==> config.mk <==
export PLATFORM = sky130hd
export DESIGN_NAME = magma_ofb_cipher_top
export DESIGN_NICKNAME = d
export VERILOG_FILES = /design/src/rtl/core/magofb_pkg.sv /design/src/rtl/core/magofb_cipher_top.sv /design/src/rtl/core/magofb_seq.sv /design/src/rtl/core/magofb_dp.sv
export SDC_FILE = /design/constraint.sdc
export NUM_CORES = 1
export LEC_CHECK = 0
export ABC_AREA = 1
export ABC_CLOCK_PERIOD_IN_PS = 32200
export BUFFER_PORTS_ARGS = -buffer_cell sky130_fd_sc_hd__buf_2
export CELL_PAD_IN_SITES_DETAIL_PLACEMENT = 0
export CELL_PAD_IN_SITES_GLOBAL_PLACEMENT = 2
export CORE_ASPECT_RATIO = 0.9
export CORE_MARGIN = 1
export CORE_UTILIZATION = 44
export CTS_BUF_LIST = sky130_fd_sc_hd__clkbuf_4
export CTS_CLUSTER_SIZE = 30
export DETAILED_ROUTE_END_ITERATION = 7
export PLACE_DENSITY = 0.92
export SLEW_MARGIN = 15
export SYNTH_ARGS = -nofsm -noshare
export SYNTH_HDL_FRONTEND = slang
export SYNTH_SLANG_ARGS = --single-unit
==> constraint.sdc <==
create_clock -name clk -period 32.2 [get_ports clk]
set_clock_uncertainty 0.2 [all_clocks]
set_input_delay 0 -clock clk [delete_from_list [all_inputs] [get_ports clk]]
set_output_delay 0 -clock clk [all_outputs]
set_load 0.05 [all_outputs]
==> src/rtl/core/magofb_pkg.sv <==
package magofb_pkg;

	localparam int FB_BLOCKS = 4;
	localparam int KEY_WORDS = 8;
	localparam int ROUNDS = 32;
	localparam int RND_W = $clog2(ROUNDS);
	localparam int KIDX_W = $clog2(KEY_WORDS);
	localparam int CFG_IDX_W = 4;
	localparam logic [RND_W-1:0] LAST_LOOP_RND = RND_W'(ROUNDS - 2);
	localparam logic [RND_W-1:0] FINAL_RND = RND_W'(ROUNDS - 1);
	localparam logic [RND_W-1:0] REVERSE_RND = RND_W'(24);

	localparam logic [3:0] SBOX [KEY_WORDS][16] = '{
		'{4'd12, 4'd4, 4'd6, 4'd2, 4'd10, 4'd5, 4'd11, 4'd9,
		  4'd14, 4'd8, 4'd13, 4'd7, 4'd0, 4'd3, 4'd15, 4'd1},
		'{4'd6, 4'd8, 4'd2, 4'd3, 4'd9, 4'd10, 4'd5, 4'd12,
		  4'd1, 4'd14, 4'd4, 4'd7, 4'd11, 4'd13, 4'd0, 4'd15},
		'{4'd11, 4'd3, 4'd5, 4'd8, 4'd2, 4'd15, 4'd10, 4'd13,
		  4'd14, 4'd1, 4'd7, 4'd4, 4'd12, 4'd9, 4'd6, 4'd0},
		'{4'd12, 4'd8, 4'd2, 4'd1, 4'd13, 4'd4, 4'd15, 4'd6,
		  4'd7, 4'd0, 4'd10, 4'd5, 4'd3, 4'd14, 4'd9, 4'd11},
		'{4'd7, 4'd15, 4'd5, 4'd10, 4'd8, 4'd1, 4'd6, 4'd13,
		  4'd0, 4'd9, 4'd3, 4'd14, 4'd11, 4'd4, 4'd2, 4'd12},
		'{4'd5, 4'd13, 4'd15, 4'd6, 4'd9, 4'd2, 4'd12, 4'd10,
		  4'd11, 4'd7, 4'd8, 4'd1, 4'd4, 4'd3, 4'd14, 4'd0},
		'{4'd8, 4'd14, 4'd2, 4'd5, 4'd6, 4'd9, 4'd1, 4'd12,
		  4'd15, 4'd4, 4'd11, 4'd0, 4'd13, 4'd10, 4'd3, 4'd7},
		'{4'd1, 4'd7, 4'd14, 4'd13, 4'd0, 4'd5, 4'd8, 4'd3,
		  4'd4, 4'd15, 4'd10, 4'd6, 4'd9, 4'd12, 4'd11, 4'd2}
	};

	typedef enum logic [1:0] {
		STEP_IDLE,
		STEP_ROUNDS,
		STEP_FINAL
	} step_t;

	typedef enum logic [1:0] {
		COND_NEVER,
		COND_NO_DATA,
		COND_ROUND_LOOP,
		COND_OUT_BUSY
	} cond_t;

	typedef struct packed {
		logic  accept_en;
		logic  round_en;
		logic  finish_en;
		cond_t cond;
		step_t target;
	} ucw_t;

	typedef struct packed {
		logic             accept;
		logic             round_en;
		logic             finish;
		logic [RND_W-1:0] rnd;
	} dp_ctl_t;

	typedef struct packed {
		logic out_busy;
	} dp_stat_t;

	function automatic ucw_t ucode(input step_t step);
		ucw_t w;
		w = '{accept_en: 1'b0, round_en: 1'b0, finish_en: 1'b0,
		      cond: COND_NEVER, target: STEP_IDLE};
		case (step)
			STEP_IDLE: begin
				w.accept_en = 1'b1;
				w.cond = COND_NO_DATA;
				w.target = STEP_IDLE;
			end
			STEP_ROUNDS: begin
				w.round_en = 1'b1;
				w.cond = COND_ROUND_LOOP;
				w.target = STEP_ROUNDS;
			end
			STEP_FINAL: begin
				w.finish_en = 1'b1;
				w.cond = COND_OUT_BUSY;
				w.target = STEP_FINAL;
			end
			default: begin
				w.cond = COND_NO_DATA;
				w.target = STEP_IDLE;
			end
		endcase
		return w;
	endfunction

	function automatic logic [31:0] round_fn(input logic [31:0] half, input logic [31:0] rk);
		logic [31:0] t;
		logic [31:0] s;
		t = half + rk;
		for (int i = 0; i < 8; i++) begin
			s[4*i +: 4] = SBOX[i][t[4*i +: 4]];
		end
		return {s[20:0], s[31:21]};
	endfunction

	function automatic logic [63:0] pad_block(input logic [63:0] blk, input logic [3:0] count);
		logic [63:0] r;
		if (count >= 4'd8) begin
			r = blk;
		end else begin
			for (int i = 0; i < 8; i++) begin
				r[63 - 8*i -: 8] = (4'(i) < count) ? blk[63 - 8*i -: 8] : 8'h00;
			end
			r[7:0] = 8'(4'd8 - count);
		end
		return r;
	endfunction

	function automatic logic [KIDX_W-1:0] key_index(input logic [RND_W-1:0] rnd);
		return (rnd < REVERSE_RND) ? rnd[KIDX_W-1:0] : ~rnd[KIDX_W-1:0];
	endfunction

endpackage

==> src/rtl/core/magofb_cipher_top.sv <==
// Magma OFB keystream block with a four-block feedback register.
// A data item is encrypted in 32 rounds, one per cycle, the last of which waits in the final
// step while a stalled result is held; no new item is taken until its result is registered.
// An IV item is absorbed in its acceptance cycle, so IV items stream one per cycle.
// The round loop is set by a single shared round unit driven by the step sequencer.
// Reset clears the key words, sequencer and output valid; the feedback blocks are not cleared.
module magma_ofb_cipher_top (
	input  logic                             clk,
	input  logic                             arst_n,
	input  logic                             in_valid,
	output logic                             in_stall,
	input  logic                             action,
	input  logic [63:0]                      data_block,
	input  logic [3:0]                       byte_count,
	output logic                             out_valid,
	input  logic                             out_stall,
	output logic [63:0]                      out_block,
	input  logic                             cfg_valid,
	output logic                             cfg_ready,
	input  logic [magofb_pkg::CFG_IDX_W-1:0] cfg_index,
	input  logic [31:0]                      cfg_data
);
	import magofb_pkg::*;

	dp_ctl_t  ctl;
	dp_stat_t stat;

	assign cfg_ready = 1'b1;

	magofb_seq u_seq (
		.clk      (clk),
		.arst_n   (arst_n),
		.in_valid (in_valid),
		.action   (action),
		.stat     (stat),
		.in_stall (in_stall),
		.ctl      (ctl)
	);

	magofb_dp u_dp (
		.clk        (clk),
		.arst_n     (arst_n),
		.ctl        (ctl),
		.stat       (stat),
		.action     (action),
		.data_block (data_block),
		.byte_count (byte_count),
		.cfg_valid  (cfg_valid && cfg_ready),
		.cfg_index  (cfg_index),
		.cfg_data   (cfg_data),
		.out_stall  (out_stall),
		.out_valid  (out_valid),
		.out_block  (out_block)
	);

endmodule

==> src/rtl/core/magofb_seq.sv <==
module magofb_seq (
	input  logic                clk,
	input  logic                arst_n,
	input  logic                in_valid,
	input  logic                action,
	input  magofb_pkg::dp_stat_t stat,
	output logic                in_stall,
	output magofb_pkg::dp_ctl_t ctl
);
	import magofb_pkg::*;

	step_t            step_q;
	step_t            step_d;
	logic [RND_W-1:0] rnd_q;
	ucw_t             ucw;
	logic             take;
	logic             accept;

	assign ucw = ucode(step_q);
	assign accept = ucw.accept_en && in_valid;

	always_comb begin
		case (ucw.cond)
			COND_NEVER:      take = 1'b0;
			COND_NO_DATA:    take = !(in_valid && action);
			COND_ROUND_LOOP: take = (rnd_q != LAST_LOOP_RND);
			COND_OUT_BUSY:   take = stat.out_busy;
			default:         take = 1'b0;
		endcase
	end

	always_comb begin
		if (take) begin
			step_d = ucw.target;
		end else begin
			case (step_q)
				STEP_IDLE:   step_d = STEP_ROUNDS;
				STEP_ROUNDS: step_d = STEP_FINAL;
				STEP_FINAL:  step_d = STEP_IDLE;
				default:     step_d = STEP_IDLE;
			endcase
		end
	end

	always_comb begin
		in_stall = !ucw.accept_en;
		ctl.accept = accept;
		ctl.round_en = ucw.round_en;
		ctl.finish = ucw.finish_en && !stat.out_busy;
		ctl.rnd = rnd_q;
	end

	always_ff @(posedge clk or negedge arst_n) begin
		if (!arst_n) begin
			step_q <= STEP_IDLE;
			rnd_q <= '0;
		end else begin
			step_q <= step_d;
			if (accept) begin
				rnd_q <= '0;
			end else if (ucw.round_en) begin
				rnd_q <= rnd_q + 1'b1;
			end
		end
	end

	a_final_round: assert property (@(posedge clk) disable iff (!arst_n)
		step_q == STEP_FINAL |-> rnd_q == FINAL_RND)
		else $error("final step reached with wrong round count");

	a_loop_bound: assert property (@(posedge clk) disable iff (!arst_n)
		step_q == STEP_ROUNDS |-> rnd_q <= LAST_LOOP_RND)
		else $error("round loop overran");

	a_data_start: assert property (@(posedge clk) disable iff (!arst_n)
		(in_valid && !in_stall && action) |=> (step_q == STEP_ROUNDS && rnd_q == '0))
		else $error("data item did not start the round loop");

	a_iv_stays: assert property (@(posedge clk) disable iff (!arst_n)
		(in_valid && !in_stall && !action) |=> step_q == STEP_IDLE)
		else $error("IV item left the idle step");

endmodule

==> src/rtl/core/magofb_dp.sv <==
module magofb_dp (
	input  logic                          clk,
	input  logic                          arst_n,
	input  magofb_pkg::dp_ctl_t           ctl,
	output magofb_pkg::dp_stat_t          stat,
	input  logic                          action,
	input  logic [63:0]                   data_block,
	input  logic [3:0]                    byte_count,
	input  logic                          cfg_valid,
	input  logic [magofb_pkg::CFG_IDX_W-1:0] cfg_index,
	input  logic [31:0]                   cfg_data,
	input  logic                          out_stall,
	output logic                          out_valid,
	output logic [63:0]                   out_block
);
	import magofb_pkg::*;

	logic [31:0] key_q [KEY_WORDS];
	logic [63:0] fb_q [FB_BLOCKS];
	logic [31:0] hi_q;
	logic [31:0] lo_q;
	logic [63:0] pad_q;
	logic        out_valid_q;
	logic [63:0] out_block_q;
	logic [31:0] f_out;
	logic [31:0] t_half;
	logic [63:0] ks;
	logic        push;
	logic [63:0] push_val;

	assign f_out = round_fn(lo_q, key_q[key_index(ctl.rnd)]);
	assign t_half = hi_q ^ f_out;
	assign ks = {t_half, lo_q};
	assign push = ctl.finish || (ctl.accept && !action);
	assign push_val = ctl.finish ? ks : data_block;

	assign stat.out_busy = out_valid_q && out_stall;
	assign out_valid = out_valid_q;
	assign out_block = out_block_q;

	always_ff @(posedge clk or negedge arst_n) begin
		if (!arst_n) begin
			for (int i = 0; i < KEY_WORDS; i++) begin
				key_q[i] <= '0;
			end
			out_valid_q <= 1'b0;
		end else begin
			if (cfg_valid && cfg_index < CFG_IDX_W'(KEY_WORDS)) begin
				key_q[cfg_index[KIDX_W-1:0]] <= cfg_data;
			end
			if (ctl.finish) begin
				out_valid_q <= 1'b1;
			end else if (!out_stall) begin
				out_valid_q <= 1'b0;
			end
		end
	end

	always_ff @(posedge clk) begin
		if (push) begin
			for (int i = 0; i < FB_BLOCKS - 1; i++) begin
				fb_q[i] <= fb_q[i + 1];
			end
			fb_q[FB_BLOCKS - 1] <= push_val;
		end
		if (ctl.accept && action) begin
			hi_q <= fb_q[0][63:32];
			lo_q <= fb_q[0][31:0];
			pad_q <= pad_block(data_block, byte_count);
		end else if (ctl.round_en) begin
			hi_q <= lo_q;
			lo_q <= t_half;
		end
		if (ctl.finish) begin
			out_block_q <= pad_q ^ ks;
		end
	end

	a_no_overwrite: assert property (@(posedge clk) disable iff (!arst_n)
		ctl.finish |-> !(out_valid_q && out_stall))
		else $error("result written over a stalled item");

	a_exclusive: assert property (@(posedge clk) disable iff (!arst_n)
		!(ctl.accept && (ctl.round_en || ctl.finish)))
		else $error("accept overlaps an item in progress");

	a_result_held: assert property (@(posedge clk) disable iff (!arst_n)
		(out_valid_q && out_stall) |=> (out_valid_q && $stable(out_block_q)))
		else $error("stalled result changed");

endmodule

Word-level counts from Yosys, hierarchy flattened
Memories as Yosys holds them, arrays and structs flattened.
Cells that the tools add are included.
Widths: inputs -> output; s select.
- output and inout port bits: 67
- memory bits (writable): 256
- word-level logic and storage cells: 134
- bits of input ports: 110
- bits in read-only memories: 512
- memories: 9
- register bits: 456
- equal/unequal tests: 7
- add/sub/neg operators: 3
- muxes and demuxes: 49
- bitwise gates (word level): 13
- reductions and logical operators: 17
- magnitude comparators: 21
- memory list (name ; depth ; bits a word ; read ports ; clocked after memory_dff ; write ports ; RTL line ; RTL):
    u_dp.fb_q ; 4 ; 64 ; 4 ; 0 ; 4 ; magofb_dp.sv:19 ; logic [63:0] fb_q [FB_BLOCKS];
    (name not given) ; 16 ; 4 ; 1 ; 0 ; 0 ; magofb_pkg.sv:97 ; s[4*i +: 4] = SBOX[i][t[4*i +: 4]];
    (name not given) ; 16 ; 4 ; 1 ; 0 ; 0 ; magofb_pkg.sv:97 ;
    (name not given) ; 16 ; 4 ; 1 ; 0 ; 0 ; magofb_pkg.sv:97 ;
    (name not given) ; 16 ; 4 ; 1 ; 0 ; 0 ; magofb_pkg.sv:97 ;
    (name not given) ; 16 ; 4 ; 1 ; 0 ; 0 ; magofb_pkg.sv:97 ;
    3 more memories ; -- ; -- ; -- ; -- ; -- ; -- ;
- operator list (operator ; number):
    $bwmux 256 ; 1
    $mux 32 ; 7
    $mux 64 ; 2
    $bmux 32 s3 ; 1
    $demux 32 s3 ; 1
    $mux 4 ; 16
    $xor 64x64->64 ; 1
    $mux 8 ; 7
    $ge 5x5->1 const B ; 8
    $not 4->5 ; 8
    $add 32x32->32 ; 1
    $xor 32x32->32 ; 1
    $ge 4x4->1 const B ; 3
    $lt 3x4->1 const A ; 3
    $mux 5 ; 2
    $logic_and 1x1->1 ; 8
    $lt 1x4->1 const A ; 2
    $lt 2x4->1 const A ; 2
    $not 3->4 ; 2
    $pmux 4 s2 ; 1
    $mux 1 ; 7
    $eq 2x2->1 const B ; 3
    $add 5x1->5 const B ; 1
    $lt 5x5->1 const B ; 1
    other kinds (15) ; 21

Logic depth before layout (Yosys ltp)
Gate-level depths: netlist of run 1.
- depth after elaboration: 14
- mapped depth: 31
- depth with buffers taken out: 29

Modules after synthesis
A second synthesis of run 1 with hierarchy kept.
- cells, all modules: 3444
- area total of the unflattened synthesis: 32636.3 um^2
- modules (own cells, without submodules) (module ; times used ; seq. area each (um^2) ; area each (um^2) ; cells an instance):
    magofb_dp ; 1 ; 19884.1 ; 32138.3 ; 3380
    magofb_seq ; 1 ; 175.2 ; 486.7 ; 62
    magma_ofb_cipher_top ; 1 ; 0.0 ; 11.3 ; 2

Worst setup path after synthesis of run 1
Ideal clock, no wire load.
- path kind: flip-flop to flip-flop
- from: register u_seq.step_q[0]
- to: memory u_dp.fb_q[0][0] (enable)
- clock period less this slack: 19.988 ns
- library setup time: 1.227 ns
- slack: 12.212 ns
- arrival time: 18.561 ns
- stages on the path, launching flop included: 5
- buffers on the path: 0
- data required time: 30.773 ns
- cells stage by stage: dfrtp_1 inv_1 ha_1 nand2_1 o21ai_0
- RTL lines (what ; RTL line ; RTL):
    start: declaration ; magofb_seq.sv:12 ; step_t step_q;
    start signal: assignment ; magofb_seq.sv:58 ; step_q <= step_d;
    end: declaration ; magofb_dp.sv:19 ;

Final worst setup path of run 1
- from: register u_seq.rnd_q[0]
- to: register u_dp.out_block_q[62], in the netlist u_dp.out_block[62], data pin
- word-level cells in the longest chain between the ends: 13
- elaborated cells between the ends (all ways): 14
- classes of those cells: 1 x add/sub; 1 x order compare; 6 x mux; 5 x bitwise; 1 x memory
- ends and longest elaborated chain (what ; RTL line ; RTL):
    start: declaration ; magofb_seq.sv:14 ; logic [RND_W-1:0] rnd_q;
    start signal: assignment ; magofb_seq.sv:62 ; rnd_q <= rnd_q + 1'b1;
    $lt 5x5->1 / $not 3->3 (equally long branches) ; magofb_pkg.sv:116 ; return (rnd < REVERSE_RND) ? rnd[KIDX_W-1:0] : ~rnd[KIDX_W-1:0];
    $mux 3 (*) ; magofb_pkg.sv:116 ;
    $not 3->4 (implied by the code) (*) ; magofb_dp.sv:31 ; assign f_out = round_fn(lo_q, key_q[key_index(ctl.rnd)]);
    $bmux 32 s3 (*) ; magofb_dp.sv:31 ;
    $mux 32 (implied by the code) (*) (2 in series) ; magofb_dp.sv:31 ;
    $add 32x32->32 (*) ; magofb_pkg.sv:95 ; t = half + rk;
    $not 4->5 (implied by the code) (*) ; magofb_pkg.sv:97 ;
    $mem_v2 16x4 (*) ; -- ;
    $mux 4 (implied by the code) (*) (2 in series) ; magofb_pkg.sv:97 ;
    $xor 32x32->32 (*) ; magofb_dp.sv:32 ; assign t_half = hi_q ^ f_out;
    $xor 64x64->64 (*) ; magofb_dp.sv:75 ; out_block_q <= pad_q ^ ks;
    end signal: assignment ; magofb_dp.sv:75 ;
    end: declaration ; magofb_dp.sv:24 ; logic [63:0] out_block_q;
Mark *: on every way between the ends. The rest lies on a longest branch, timed or not. The select of a mux whose other input is x is not followed.
A chain may end at the register's enable or synchronous reset.

==> out/metrics.cfg, run 1 <==
[global_routing]
grt_max_degree = 123
grt_usage_pct = 24.3
overflow = 0
antenna_found_initial = 5
grt_pass1_wl_mm = 140
grt_pass1_vias = 24700

[synthesis]
yosysWarnings = 0
synth_top_cell_by_area = edfxtp_1
syn-cell-area_um2 = 32800
synth_top_cell_area_share_pct = 41.1
ys.flop_type = edfxtp_1
synth_fp_nets = 3642
ys_types = 42
ys_ff_latch = 712
syn_avg_cell_area_um2 = 9.50
synth_edf_count = 448
synthCells = 3450
synthTopCellsByArea = edfxtp_1 (41%), dfrtp_1 (20%), nand2_1 (13%)
synthArstFlopShare_pct = 37.1
ys_seq_area_share_pct = 61.2

[cts]
cts_buffers = 183
cts.clk_slew.worst_paths_ps = 70
cts_resized = 0
clkLatencyLatePin_ps = 1070
cts_max_path_buffers = 3
cts_tree = yes
htree_num_levels = 4
clock_sinks = 712
cts_root_buf = clkbuf_4
cts_setup_buffers = 0

[cells_and_area]
final_nets = 4190
nFillCells = 6680
syn_to_final_growth_pct = 21.9
final_cells = 5109
drive_gt1_share_pct = 13.3

[worst_hold_path]
holdCritPathClass = in2reg
worstHoldStart = cfg_data[10]

[routing]
drtPass1Iterations = 6
routed_wl_mm = 89.6
drt_iter0_drc = 2159
vias_per_cell = 4.98
vias = 25500
wire_per_inst_um = 17.5
ant_nets = 0
drcViolationCount = 0

[floorplan]
fp.dieW_um = 290
core_um2 = 73400
ios = 177
initial_core_util_pct = 44.6
rows = 94
die_h_um = 261
dieArea_um2 = 75600

[setup_path]
crit_path_start = u_seq.rnd_q[0]$_DFFE_PN0P_
worstPathRequired_ps = 32800
critPathMaxFanout = 95
crit_type = reg2reg
crit_path_start_kind = flip-flop
rr_startpoint = u_seq.rnd_q[0]$_DFFE_PN0P_
worstSetupEndpointType = flip-flop
cp.arrival_ps = 6380

[placement]
dp_cells = 4492
dp_hpwl_mm = 55.4
port_buffers = 175
place_congestion = 0.884

[sta]
finalHoldViolCount = 0
rsz0062_at_grt = false
tns_ps = 0
fin_crit_sh_pct = 17.9
slew_headroom_pct = 24.7
fmax_mhz = 173
slew_violations = 0
setup_viol = 0
worstMarginPinSlew_ps = 1130
finalCriticalPeriod_ps = 5780

[outcome]
status = finished clean

[job]
drv_cap = 0

## layer usage
layer	vias up	track usage, %	wire length [um]
li1	12600	-	-
met1	12000	36.3	43100
met2	772	35.9	39300
met3	124	4.48	5490
met4	0	7.27	1710
met5	-	0	0
## worst paths after layout
path                                                      to  slack (ps)  cells past startpoint
worst max-delay path            u_dp.out_block[62]$_DFFE_PP_       26420                     24
worst min-delay path              u_dp.key_q[74]$_DFFE_PN0P_         110                      5
worst max register to register  u_dp.out_block[62]$_DFFE_PP_       26420                     24
worst min register to register    u_dp.fb_q[0][33]$_DFFE_PP_         160                      0
max in group asynchronous        u_dp.key_q[227]$_DFFE_PN0P_       30380                      5
min in group asynchronous        u_dp.key_q[246]$_DFFE_PN0P_         560                      5
## sequential cells by signal, indices dropped and copies added, names as in the netlist
| name | cells |
|---|---|
| u_dp.pad_q | 64 |
| u_dp.fb_q | 256 |
| u_seq.step_q | 2 |
| u_dp.out_valid | 1 |
| u_seq.rnd_q | 5 |
| u_dp.lo_q | 32 |
| u_dp.key_q | 256 |
| u_dp.out_block | 64 |
| u_dp.hi_q | 32 |
## final cells by class
class                   instances  area, um2  area share [%]
repair buffers                489       3960            9.93
diodes                          6       15.0          0.0376
clock buffers                 271       2030            5.09
flip-flops and latches        712      20100            50.2
clock inverters                59        359           0.899
inverters                     370       1390            3.48
multi-input cells            2242      10900            27.3
well taps                     960       1200            3.01
## cells by family (layout without fill, tap and decap cells)
| kind of cell | after synthesis | after routing | share of synthesized area, % |
|---|---|---|---|
| buf+inv | 496 | 1189 | 5.75 |
| compound gates | 518 | 518 | 8.04 |
| fa+ha+maj | 82 | 82 | 3.15 |
| xor+xnor | 78 | 78 | 2.29 |
| flops | 712 | 712 | 61.2 |
| simple gates | 1563 | 1563 | 19.5 |
| other cells | 1 | 7 | 0.0114 |
## cells in the final DEF, fill, tap and decap left out, drive strengths merged
cell type       n
ha             81
nand2        1136
dlygate4sd3   280
clkinv         48
o21bai          2
buf           209
nand3b         15
a21boi          1
a21o            2
xnor2          21
nor2          117
o22ai           2
xor2           56
dfrtp         264
xnor3           1
bufinv          3
or2             4
and3            1
nand4           5
a21oi         102
nor3            7
a31oi           2
fa              1
a211oi          3
inv           378
clkbuf        271
conb            1
diode           6
and2            2
nand3         276
o211ai          4
o21ai         400
edfxtp        448
## Yosys cell counts (7+ instances only)
library cell,instances
a21oi_1,100
buf_1,12
clkbuf_1,108
dfrtp_1,264
edfxtp_1,448
ha_1,81
inv_1,367
nand2_1,1118
nand2_2,15
nand3_1,273
nand3b_1,15
nor2_1,111
o21ai_0,393
o21ai_1,7
xnor2_1,21
xor2_1,52
## per-stage QoR
stage	hold WS, ps	setup WS, ps	cell area [um2]	util, %
after floorplan	-496	12210	32800	-
after global placement	-3.68	26550	34700	47.3
after detailed placement	-3.15	26420	34700	47.3
after CTS	2.82	26410	39900	54.4
after global routing	84.5	25700	39900	54.4
final	114	26420	39900	54.4
## critical path, stage by stage (launching register included)
cell	delay, ps
dfrtp_1	430
inv_1	150
nand2_1	170
nand2_4	310
buf_4	770
o21ai_0	190
nand3_1	140
nand2_1	70
ha_1	250
fa_1	480
nand3_1	110
nand3_1	130
nand2_1	90
nand2_1	100
nand3_1	90
nand3_1	110
xnor2_1	530
inv_1	140
ha_1	320
nand2_1	60
nand2_1	130
xor2_1	300
inv_1	70
nand2_1	70
nand2_1	50
## repair_timing
action,in CTS,in global routing
endpoints found under the hold margin,867,0
hold buffers,281,0
setup endpoints to repair,0,0
Power of run 1 is not shown: default switching activity piles up to over one toggle a cycle in this logic, so the estimate is an artifact.
==> run 2, diff against run 1 <==
--- a/config.mk
+++ b/config.mk
@@ -5,18 +5,18 @@
 export SDC_FILE = /design/constraint.sdc
 export NUM_CORES = 1
 export LEC_CHECK = 0
-export ABC_AREA = 1
-export ABC_CLOCK_PERIOD_IN_PS = 32200
+export ABC_AREA = 0
+export ABC_CLOCK_PERIOD_IN_PS = 5910
 export BUFFER_PORTS_ARGS = -buffer_cell sky130_fd_sc_hd__buf_2
 export CELL_PAD_IN_SITES_DETAIL_PLACEMENT = 0
 export CELL_PAD_IN_SITES_GLOBAL_PLACEMENT = 2
 export CORE_ASPECT_RATIO = 0.9
 export CORE_MARGIN = 1
-export CORE_UTILIZATION = 44
+export CORE_UTILIZATION = 46
 export CTS_BUF_LIST = sky130_fd_sc_hd__clkbuf_4
 export CTS_CLUSTER_SIZE = 30
 export DETAILED_ROUTE_END_ITERATION = 7
-export PLACE_DENSITY = 0.92
+export PLACE_DENSITY = 0.86
 export SLEW_MARGIN = 15
 export SYNTH_ARGS = -nofsm -noshare
 export SYNTH_HDL_FRONTEND = slang
==> constraint.sdc (replaced) <==
create_clock -name clk -period 5.91 [get_ports clk]
set_clock_uncertainty 0.2 [all_clocks]
set_input_delay 0 -clock clk [delete_from_list [all_inputs] [get_ports clk]]
set_output_delay 0 -clock clk [all_outputs]
set_load 0.05 [all_outputs]
==> run 2 against run 1 <==
Register-to-register slack lost 26000 ps. Highest routed layer is now met5. First-iteration DRC count down 39%. Synthesized cell count decreased by 36%. Largest cell class unchanged.
==> out/metrics.cfg, run 2 <==
[synthesis]
synth_edf_count = 448
synth_top_cell_by_area = edfxtp_1
synth.top_cells.by_count = edfxtp_1 (448), mux2_2 (300), nand2_1 (295)
synthArstFlopShare_pct = 37.1
syn-cell-area_um2 = 32100
synthCells = 2214
synthTopCellsByArea = edfxtp_1 (42%), dfrtp_1 (21%), mux2_2 (11%)
yosysWarnings = 0
syn_avg_cell_area_um2 = 14.5
synth_fp_nets = 2406
yosysMostFrequentCell = edfxtp_1
ys_seq_area_share_pct = 62.5
ys_ff_latch = 712
synth_top_cell_area_share_pct = 41.9
ys.flop_type = edfxtp_1
ys_types = 76

[routing]
drcViolationCount = 0
vias_per_cell = 5.32
drt_iter0_drc = 1322
wire_per_inst_um = 20.7
vias = 20600
routed_wl_mm = 80.0
drtPass1Iterations = 5
ant_nets = 0

[cells_and_area]
final_area_um2 = 39500
syn_to_final_growth_pct = 23.0
final_nets = 2980
layout_common_cells = edfxtp_1 (448), mux2_2 (300), nand2_1 (293)
final_common_cell = edfxtp_1
drive_gt1_share_pct = 33.3
reg_top3 = u_dp.fb_q (256), u_dp.key_q (256)
final_cells = 3866

[floorplan]
initial_core_util_pct = 46.7
ios = 177
fp.dieW_um = 280
rows = 91
die_h_um = 253
dieArea_um2 = 70900
core_um2 = 68800

[setup_path]
worst_r2r_path_depth = 16
crit_end = u_dp.fb_q[3][55]$_DFFE_PP_
cp.arrival_ps = 6180
r2r-end = u_dp.fb_q[3][55]$_DFFE_PP_
crit_type = reg2reg
crit_path_start = u_seq.rnd_q[0]$_DFFE_PN0P_
crit_path_start_kind = flip-flop
worstPathRequired_ps = 6450
worstSetupEndpointType = flip-flop
critPathMaxFanout = 22
reg2reg_slack_ps = 260
rr_startpoint = u_seq.rnd_q[0]$_DFFE_PN0P_

[sta]
fmax_mhz = 177
setup_viol = 0
worstMarginPinSlew_ps = 1100
rsz0062_at_grt = false
fin_crit_sh_pct = 95.6
finalHoldViolCount = 0
slew_headroom_pct = 26.4
finalCriticalPeriod_ps = 5650
tns_ps = 0
slew_violations = 0

[cts]
htree_num_levels = 4
cts.clk_slew.worst_paths_ps = 70
cts_max_path_buffers = 3
clock_sinks = 712
cts_buffers = 182
cts_tree = yes
clkLatencyLatePin_ps = 1050
cts_root_buf = clkbuf_4

[placement]
placed_area_um2 = 34400
dp_hpwl_mm = 49.5
port_buffers = 175
dp_cells = 3290
place_congestion = 0.893

[global_routing]
overflow = 0
antenna_found_initial = 9
grt_usage_pct = 23.2
grt_pass1_wl_mm = 124
grt_max_degree = 180
grt_pass1_vias = 21600

[job]
drv_cap = 0

[worst_hold_path]
holdCritPathClass = in2reg

[outcome]
status = finished clean

==> run 2: per-layer routing <==
layer  global-route usage [%]  wire length, um  share of wire, %
met5                        0               43             0.054
met3                     4.81             4450               5.6
met1                     32.2            36300                45
met2                     36.3            37500                47
met4                     8.07             1660               2.1
==> run 2: repair_timing <==
action	in CTS	in global routing
buffers inserted	0	4
hold buffers	240	0
gates cloned	0	0
endpoints found under the setup margin	12	56
endpoints found under the hold margin	939	0
pin swaps	0	4
resized for setup	4	31
==> run 2: per-stage QoR <==
| step | util (%) | hold slack (ps) | setup slack [ps] |
|---|---|---|---|
| 2_1_floorplan | - | -496 | 54.1 |
| 3_3_place_gp | 50.1 | -177 | 83.1 |
| 3_5_place_dp | 50.1 | -163 | -76.5 |
| 4_1_cts | 57.1 | 23.6 | -37.9 |
| 5_1_grt | 57.4 | 99.0 | 6.72 |
| 6_report | 57.4 | 135 | 262 |
==> run 2: worst max-delay path, cell delays in order (launching register included) <==
cell	delay [ps]
dfrtp_2	460
a21boi_0	140
buf_4	170
nor2_4	110
buf_12	230
mux4_2	540
mux2_2	330
ha_1	510
nand2_1	130
o21ai_0	400
a21oi_1	110
xnor2_1	780
ha_1	380
mux4_2	480
xnor2_1	160
buf_4	150
o21ai_0	70
==> run 2: kinds of logic after synthesis <==
logic type	share of synthesized area (%)
compound gates	4.93
xor+xnor	3.62
fa+ha+maj	3.22
buf+inv	1.84
flops	62.5
mux	16.4
other cells	0.0117
simple gates	7.54
==> run 2: worst min path at each step <==
stage,from,end,slack [ps],cells after the start
after floorplan,arst_n,u_dp.key_q[0]$_DFFE_PN0P_,-500,0
after global placement,arst_n,u_dp.key_q[90]$_DFFE_PN0P_,-180,1
after detailed placement,arst_n,u_dp.key_q[90]$_DFFE_PN0P_,-160,1
after CTS,data_block[12],u_dp.fb_q[3][12]$_DFFE_PP_,20,5
after global routing,data_block[51],u_dp.pad_q[51]$_DFFE_PP_,100,4
final,data_block[13],u_dp.fb_q[3][13]$_DFFE_PP_,130,5
==> run 2: final cells by class <==
class	count	area [um2]
diodes	9	22.5
clock buffers	273	2050
clock inverters	50	363
fillers	5600	29300
inverters	50	193
multi-input cells	1355	11700
flip-flops and latches	712	20100
well taps	930	1160
repair buffers	487	3950
Power of run 2 is left out for the same reason.
